## src/hw/rtl/yuvrgb_pkg.sv

```systemverilog
package yuvrgb_pkg;

   // Widths of the fixed-point sum: 297*(Y-16) plus the chroma terms stays well
   // inside a 20-bit signed value.
   localparam int SumWidth = 20;

   localparam logic [15:0] HdWidthMin = 16'd1920;

   localparam logic signed [SumWidth-1:0] LumaGain   = 20'sd297;
   localparam logic signed [SumWidth-1:0] LumaOffset = 20'sd16;
   localparam logic signed [SumWidth-1:0] RoundBias  = 20'sd127;
   localparam logic [7:0]                 ChromaMid  = 8'd128;

   // BT.709 coefficients.
   localparam logic signed [SumWidth-1:0] HdCrToRed   = 20'sd457;
   localparam logic signed [SumWidth-1:0] HdCbToGreen = 20'sd54;
   localparam logic signed [SumWidth-1:0] HdCrToGreen = 20'sd136;
   localparam logic signed [SumWidth-1:0] HdCbToBlue  = 20'sd539;

   // BT.601 coefficients.
   localparam logic signed [SumWidth-1:0] SdCrToRed   = 20'sd407;
   localparam logic signed [SumWidth-1:0] SdCbToGreen = 20'sd100;
   localparam logic signed [SumWidth-1:0] SdCrToGreen = 20'sd207;
   localparam logic signed [SumWidth-1:0] SdCbToBlue  = 20'sd514;

   typedef struct packed {
      logic [7:0] red;
      logic [7:0] green;
      logic [7:0] blue;
   } rgb_type;

   // Floor of t/256, clamped to 0..255.
   function automatic logic [7:0] clamp_channel(logic signed [SumWidth-1:0] t);
      logic [SumWidth-9:0] q;
      q = t[SumWidth-1:8];
      if (t[SumWidth-1]) begin
         return 8'd0;
      end else if (q > 12'd255) begin
         return 8'd255;
      end else begin
         return q[7:0];
      end
   endfunction

   // Removes the chroma midpoint and sign-extends to the sum width.
   function automatic logic signed [SumWidth-1:0] center_chroma(logic [7:0] c);
      logic [8:0] diff;
      diff = {1'b0, c} - {1'b0, ChromaMid};
      return {{(SumWidth-9){diff[8]}}, diff};
   endfunction

   // Both coefficient sets are formed as constant products and the result is
   // selected afterwards, so no general multiplier is needed.
   function automatic rgb_type convert_pixel(logic [7:0] luma,
                                             logic signed [SumWidth-1:0] u,
                                             logic signed [SumWidth-1:0] v,
                                             logic hd);
      logic signed [SumWidth-1:0] luma_ext;
      logic signed [SumWidth-1:0] base;
      logic signed [SumWidth-1:0] r;
      logic signed [SumWidth-1:0] g;
      logic signed [SumWidth-1:0] b;
      rgb_type                    pix;
      luma_ext = {{(SumWidth-8){1'b0}}, luma};
      base = LumaGain * (luma_ext - LumaOffset) + RoundBias;
      if (hd) begin
         r = base + HdCrToRed * v;
         g = base - HdCbToGreen * u - HdCrToGreen * v;
         b = base + HdCbToBlue * u;
      end else begin
         r = base + SdCrToRed * v;
         g = base - SdCbToGreen * u - SdCrToGreen * v;
         b = base + SdCbToBlue * u;
      end
      pix.red   = clamp_channel(r);
      pix.green = clamp_channel(g);
      pix.blue  = clamp_channel(b);
      return pix;
   endfunction

endpackage

```

## src/hw/rtl/yuv422_to_rgb_converter_core.sv

```systemverilog
// UYVY 4:2:2 to RGB converter core.
//
// The req_ channel carries one macropixel per item (Cb, first luma, Cr,
// second luma). The rsp_ channel returns one item holding two RGB pixels
// that share the chroma pair. Both channels use a valid/ready handshake.
// The csr_ channel writes the frame width; a width of 1920 or more selects
// BT.709 coefficients, anything smaller selects BT.601. It should only be
// written while no item is in flight.
//
// An item accepted at one clock edge sits in the input register, and the
// result register loads its conversion once it is empty or its item leaves.
// rsp_valid rises when the result register holds the item. Throughput is one
// item per clock while rsp_ready stays high; the single conversion stage
// between the two registers sets that figure. When the receiver stalls,
// the result register holds its item and the input register can still take
// one more item; after that req_ready drops until the receiver takes the result.
//
// Reset empties both registers and loads a frame width of 1920 (BT.709).
// Alpha is not produced here.
module yuv422_to_rgb_converter_core (
   input  logic        clock,
   input  logic        reset,

   input  logic        req_valid,
   output logic        req_ready,
   input  logic [7:0]  req_cb,
   input  logic [7:0]  req_luma_first,
   input  logic [7:0]  req_cr,
   input  logic [7:0]  req_luma_second,

   output logic        rsp_valid,
   input  logic        rsp_ready,
   output logic [7:0]  rsp_red_first,
   output logic [7:0]  rsp_green_first,
   output logic [7:0]  rsp_blue_first,
   output logic [7:0]  rsp_red_second,
   output logic [7:0]  rsp_green_second,
   output logic [7:0]  rsp_blue_second,

   input  logic        csr_valid,
   output logic        csr_ready,
   input  logic [15:0] csr_frame_width
);

   // Configuration register.
   logic [15:0] frame_width_ff;
   logic [15:0] frame_width_in;

   // Input register stage.
   logic        s1_valid_ff;
   logic        s1_valid_in;
   logic [7:0]  s1_cb_ff;
   logic [7:0]  s1_luma_first_ff;
   logic [7:0]  s1_cr_ff;
   logic [7:0]  s1_luma_second_ff;

   // Result register stage.
   logic        rsp_valid_ff;
   logic        rsp_valid_in;
   yuvrgb_pkg::rgb_type pix_first_ff;
   yuvrgb_pkg::rgb_type pix_second_ff;
   yuvrgb_pkg::rgb_type pix_first_in;
   yuvrgb_pkg::rgb_type pix_second_in;

   logic        req_fire;
   logic        s1_move;
   logic        rsp_free;
   logic        hd_mode;
   logic signed [yuvrgb_pkg::SumWidth-1:0] u_centered;
   logic signed [yuvrgb_pkg::SumWidth-1:0] v_centered;

   // The configuration port never stalls.
   assign csr_ready = 1'b1;

   // The result register can load when it is empty or its item leaves now.
   assign rsp_free  = !rsp_valid_ff || rsp_ready;
   assign s1_move   = s1_valid_ff && rsp_free;
   assign req_ready = !s1_valid_ff || rsp_free;
   assign req_fire  = req_valid && req_ready;

   assign s1_valid_in  = req_fire || (s1_valid_ff && !rsp_free);
   assign rsp_valid_in = s1_move || (rsp_valid_ff && !rsp_ready);

   assign frame_width_in = (csr_valid && csr_ready) ? csr_frame_width : frame_width_ff;

   // Conversion between the input and result registers.
   assign hd_mode    = frame_width_ff >= yuvrgb_pkg::HdWidthMin;
   assign u_centered = yuvrgb_pkg::center_chroma(s1_cb_ff);
   assign v_centered = yuvrgb_pkg::center_chroma(s1_cr_ff);

   always_comb begin
      pix_first_in  = yuvrgb_pkg::convert_pixel(s1_luma_first_ff, u_centered,
                                                v_centered, hd_mode);
      pix_second_in = yuvrgb_pkg::convert_pixel(s1_luma_second_ff, u_centered,
                                                v_centered, hd_mode);
   end

   always_ff @(posedge clock) begin
      if (reset) begin
         frame_width_ff <= yuvrgb_pkg::HdWidthMin;
         s1_valid_ff    <= 1'b0;
         rsp_valid_ff   <= 1'b0;
      end else begin
         frame_width_ff <= frame_width_in;
         s1_valid_ff    <= s1_valid_in;
         rsp_valid_ff   <= rsp_valid_in;
      end
   end

   // Payload registers load only when their stage advances.
   always_ff @(posedge clock) begin
      if (req_fire) begin
         s1_cb_ff          <= req_cb;
         s1_luma_first_ff  <= req_luma_first;
         s1_cr_ff          <= req_cr;
         s1_luma_second_ff <= req_luma_second;
      end
      if (s1_move) begin
         pix_first_ff  <= pix_first_in;
         pix_second_ff <= pix_second_in;
      end
   end

   assign rsp_valid        = rsp_valid_ff;
   assign rsp_red_first    = pix_first_ff.red;
   assign rsp_green_first  = pix_first_ff.green;
   assign rsp_blue_first   = pix_first_ff.blue;
   assign rsp_red_second   = pix_second_ff.red;
   assign rsp_green_second = pix_second_ff.green;
   assign rsp_blue_second  = pix_second_ff.blue;

`ifndef ASSERT_OFF
   // An accepted item always lands in the input register.
   a_req_to_s1: assert property (@(posedge clock) disable iff (reset)
      req_fire |=> s1_valid_ff)
      else $error("accepted item missing from input register");

   // An item leaving the input register always lands in the result register.
   a_s1_to_rsp: assert property (@(posedge clock) disable iff (reset)
      s1_move |=> rsp_valid)
      else $error("converted item missing from result register");

   // Backpressure only when both registers are full.
   a_full_stall: assert property (@(posedge clock) disable iff (reset)
      !req_ready |-> (s1_valid_ff && rsp_valid_ff && !rsp_ready))
      else $error("input stalled while a register is free");

   // A configuration write takes effect on the next cycle.
   a_csr_write: assert property (@(posedge clock) disable iff (reset)
      (csr_valid && csr_ready) |=> frame_width_ff == $past(csr_frame_width))
      else $error("frame width write lost");

   // Reset loads the HD default width.
   a_reset_width: assert property (@(posedge clock)
      $past(reset) |-> frame_width_ff == yuvrgb_pkg::HdWidthMin)
      else $error("frame width not at default after reset");
`endif

endmodule

```

## config.mk

```make
export PLATFORM = sky130hd
export DESIGN_NAME = yuv422_to_rgb_converter_core
export DESIGN_NICKNAME = d
export VERILOG_FILES = /design/src/hw/rtl/yuvrgb_pkg.sv /design/src/hw/rtl/yuv422_to_rgb_converter_core.sv
export SDC_FILE = /design/constraint.sdc
export NUM_CORES = 1
export LEC_CHECK = 0
export ABC_AREA = 1
export BUFFER_PORTS_ARGS = -buffer_cell sky130_fd_sc_hd__buf_2
export CORE_AREA = 2 2 235 237
export CTS_CLUSTER_SIZE = 40
export DETAILED_ROUTE_END_ITERATION = 10
export DIE_AREA = 0 0 237 239
export GPL_TIMING_DRIVEN = 0
export SETUP_SLACK_MARGIN = 0.15
export SLEW_MARGIN = 15
export SYNTH_ARGS = -nofsm -noshare
export SYNTH_HDL_FRONTEND = slang
export SYNTH_SLANG_ARGS = --single-unit
export TNS_END_PERCENT = 20
```

## constraint.sdc

```tcl
create_clock -name clock -period 7.65 [get_ports clock]
set_clock_uncertainty 0.05 [all_clocks]
set_input_delay 2.295 -clock clock [delete_from_list [all_inputs] [get_ports clock]]
set_output_delay 2.295 -clock clock [all_outputs]
set_load 0.02 [all_outputs]
```

# Word level (Yosys, flattened, before mapping)
# Cells that the tools add are included.
# word_totals
register_bits	98
out_inout_bits	51
# op_classes
add_sub_neg	22
n_mul	10
order_cmp	7
mux	12
reduce_logical	12
# op_table
operator	n
2-to-1 mux 20 bit	6
multiplier 10 x 9 -> 19 bit, first input constant	5
adder 20 x 19 -> 20 bit	4
adder 20 bit	4
subtractor 20 x 18 -> 20 bit	4
greater-than comparator 12 x 8 -> 1 bit, second input constant	6
2-to-1 mux 8 bit	6
multiplier 6 x 9 -> 15 bit, first input constant	3
adder 19 x 8 -> 20 bit, second input constant	2
subtractor 20 x 16 -> 20 bit	2
subtractor 20 x 17 -> 20 bit	2
multiplier 11 x 9 -> 20 bit, first input constant	1
multiplier 9 x 9 -> 18 bit, first input constant	1
subtractor 8 x 5 -> 9 bit, second input constant	2
subtractor 8 x 8 -> 9 bit, second input constant	2
greater-or-equal comparator 16 x 11 -> 1 bit, second input constant	1
logical AND 1 bit	4
logical NOT 1 bit	4
logical OR 1 bit	4

# Logic depth before layout (Yosys ltp)
# depth
word_depth	8
depth_mapped	37
mapped_depth_nobuf	36

# Worst setup path before layout
# No wires, ideal clock.
# synth_path
path_kind	register to register
start	register s1_cr_ff[7]
end	register pix_second_ff, in the netlist rsp_green_second[0], data pin
setup_ns	0.268
arrival_time_ns	7.022
required_time_ns	7.332
setup_slack_ns	0.309
stages_incl_launch_ff	32
path_buffers	1
period_less_slack_ns	7.341
path_cell_list	edfxtp_1 -> clkbuf_1 -> inv_1 -> ha_1 -> inv_1 -> ha_1 -> inv_1 -> fa_1 -> fa_1 -> fa_1 -> inv_1 -> ha_1 -> nand3b_1 -> and2_1 -> o41ai_1 -> a21oi_1 -> o21bai_1 -> xor2_1 -> inv_1 -> fa_1 -> inv_1 -> ha_1 -> nand2_1 -> nor4_1 -> nand4_1 -> nand3_1 -> a21o_1 -> a21oi_1 -> xnor2_1 -> nand2_1 -> o21ai_2 -> a21oi_1
# synth_via
elab_chain_cells	6
# synth_rtl
item	line_no	text
from (decl)	yuv422_to_rgb_converter_core.sv:54	logic [7:0] s1_cr_ff;
from (signal assigned)	yuv422_to_rgb_converter_core.sv:115	s1_cr_ff <= req_cr;
subtractor 8 x 8 -> 9 bit (*)	yuvrgb_pkg.sv:48	diff = {1'b0, c} - {1'b0, ChromaMid};
multiplier 9 x 9 -> 18 bit or multiplier 6 x 9 -> 15 bit (tied branches)	yuvrgb_pkg.sv:72, yuvrgb_pkg.sv:68	
subtractor 20 x 18 -> 20 bit, on equally long branches	yuvrgb_pkg.sv:72, yuvrgb_pkg.sv:68	
2-to-1 mux 20 bit (*)	yuvrgb_pkg.sv:66	if (hd) begin
greater-than comparator 12 x 8 -> 1 bit	yuvrgb_pkg.sv:38	end else if (q > 12'd255) begin
2-to-1 mux 8 bit	yuvrgb_pkg.sv:38	
to (signal assigned)	yuv422_to_rgb_converter_core.sv:120	pix_second_ff <= pix_second_in;
to (decl)	yuv422_to_rgb_converter_core.sv:61	yuvrgb_pkg::rgb_type pix_second_ff;
# Every way passes the cells marked *; elsewhere a longest branch is shown, timed or not.
# A chain may end at the register's enable or synchronous reset.

# Worst setup path after layout
# layout_path
start	register s1_cr_ff[1]
end	register pix_second_ff, in the netlist rsp_green_second[2], data pin
# Same word-level chain as after synthesis.

==> metrics.txt <==
HPWL Detailed 70100 um; slew margin rel. 21.17%; Antenna Cells 0; post-route ant nets 0; Post-synth EDFFs 80; Hold Buf Count CTS 0; final setup fails 8; Primary FF master, synth edfxtp_1; Final Hold Viols 0; Die H about 240 um; TritonCTS Buffers 9; Tcrit/Tclk final 100.6%; WP data arrival 7780 ps; Worst Hold Class reg2reg; CP peak stage delay 600 ps; worst-margin pin slew 1174 ps; Final Non-Filler Cells between 4000 and 5000; buffers plus inverters on the worst setup path 8; drt initial violations 1657; top-count cell post-synth inv_1; Avg WL per Cell slightly above 20 um; Synth async-reset ratio 0%; Post-Synthesis Cells 3163; synthesized flop and latch total 91; I/O Buffers 95; worst hold margin between 400 and 500 ps; Fill cells around 5300; final std cell area, no fill about 28000 um^2; vias in the first global route 21130; setup TNS -308.8 ps; CP required 7740 ps; synth top area cells ha_1, fa_1, inv_1; critical path class reg2reg; failing checks negative setup slack; vias about 22000; Placed Cells 3965; fin. max-slew vios 0; largest net degree at the start of global routing 33; DRC 0; RSZ-0062 raised after global routing true; crit path max-delay cell type fa_1; top-level port count around 100; initial antenna violation count 0; Site Rows 86; DIE AREA approximately 57000 um^2; clock sink count 91; Most common cell on crit path fa_1; mapped cell area approximately 24000 um^2; DIE WIDTH 237 um; clk slew on worst S/H paths 80 ps; Synth top area share 28.44%; clk root buf clkbuf_16; # Max-Cap Violations 0; CTS max path bufs 2; fin crit period 7695 ps; placed cell area 25650 um^2; syn_nets 3935; Syn-to-layout area delta 13.88%; area leader, netlist ha_1; synth unique cells 66; critical path endpoint category flop; all-layer global routing usage 29.45%; total gr overflow 0; CTS tree built; CORE AREA 54340 um^2; Clock Latency Late Sink 410 ps; layout cells sized above 1 roughly an eighth; drt pass-1 iters 6; DRT Wirelength roughly 83000 um; Via density 5.417; FMAX 0.1300 GHz; final setup margin -44.86 ps; Avg Cell Area, Syn 7.650 um^2; initial core utilization 44.53%; CP top delay family adder cells; Synth Warn # 0; crit-path max FO 8; depth of the CTS H-tree 3; sequential area share after synthesis 10.84%; status finished with violations; fin nets 4109; first-pass GRT wire length 124800 um; commonest cells in the netlist inv_1, ha_1, nand2_1; GP Congestion 1.005; Setup crit start kind flop
==> layout by cell type (no fill, tap or decap), types with 31 or more instances in the layout <==
cell	netlist	routed
a21oi_1	278	256
a31oi_1	43	39
buf_2	2	97
buf_4	2	63
edfxtp_1	80	80
fa_1	169	166
ha_1	550	522
inv_1	644	628
nand2_1	515	502
nand3_1	103	100
nor2_1	193	187
o21ai_0	146	134
o21bai_1	33	31
xnor2_1	50	43
xor2_1	107	86
==> layer usage <==
metal / global-route usage (%) / wire length [um] / vias to the layer above
met2: 44.63 / 34640 / 719
met4: 9.724 / 2536 / 0
li1: - / - / 10760
met1: 41.83 / 39200 / 10340
met5: 0 / 0 / -
met3: 5.797 / 6284 / 94
==> sequential cells by signal, summed over array words and instances (netlist names) <==
name	cells
rsp_green_first	8
rsp_blue_second	8
s1_cr_ff	8
rsp_valid	1
rsp_green_second	8
rsp_red_second	8
s1_cb_ff	8
s1_valid_ff	1
frame_width_ff	9
s1_luma_second_ff	8
rsp_blue_first	8
s1_luma_first_ff	8
rsp_red_first	8
==> kinds of logic (layout without fill, tap and decap cells) <==
family	count (synthesis)	count (layout)	synth area share, %
AO/OA/AOI/OAI	602	602	14.19
other	1	1	0.01550
flip-flops	91	91	10.84
adder cells (fa/ha/maj)	719	719	42.42
XOR/XNOR	161	161	5.951
AND/OR/NAND/NOR	921	921	16.15
buffers and inverters	668	847	10.43
==> area by class of cell <==
type	instances	area [um^2]	share of cell area [%]
Sequential cell	91	2623	9.517
Tap cell	704	880.8	3.197
Buffer	20	106.4	0.3859
Clock inverter	4	27.53	0.09989
Timing Repair Buffer	163	1055	3.828
Clock buffer	12	257.7	0.9353
Inverter	648	2450	8.890
Multi-Input combinational cell	2404	20160	73.15
==> through the flow <==
step,setup WS (ps),utilization (%)
after floorplan,309.3,-
after global placement,-2198,47.03
after detailed placement,-2350,47.20
after CTS,123.4,49.94
after global routing,-264.2,50.71
final,-44.86,50.71
==> path summary, 6_finish.rpt <==
path              cells past startpoint                  end  slack, ps          startpoint
setup / recovery                     32  rsp_green_second[2]        -40         s1_cr_ff[1]
setup reg to reg                     32  rsp_green_second[2]        -40         s1_cr_ff[1]
hold reg to reg                       2   frame_width_ff[10]        420  frame_width_ff[10]
hold / removal                        2   frame_width_ff[10]        420  frame_width_ff[10]
==> worst reg2reg max path: cells and delay by family (launching register included) <==
kind,cells,cell delay (ps)
AOI/OAI and AO/OA,7,1110
and+or+nand+nor,7,1240
buffers and inverters,8,710
DFF,1,440
adders and majority gates,8,3380
xor gates and xnor gates,2,520
==> what timing repair did <==
action	in CTS	in global routing
setup buffers	54	11
gates cloned	0	0
pin swaps	50	29
gates resized for setup	137	73
setup endpoints to repair	48	48
Power is not shown: default switching activity piles up to over one toggle a cycle in this logic, so the estimate is an artifact.
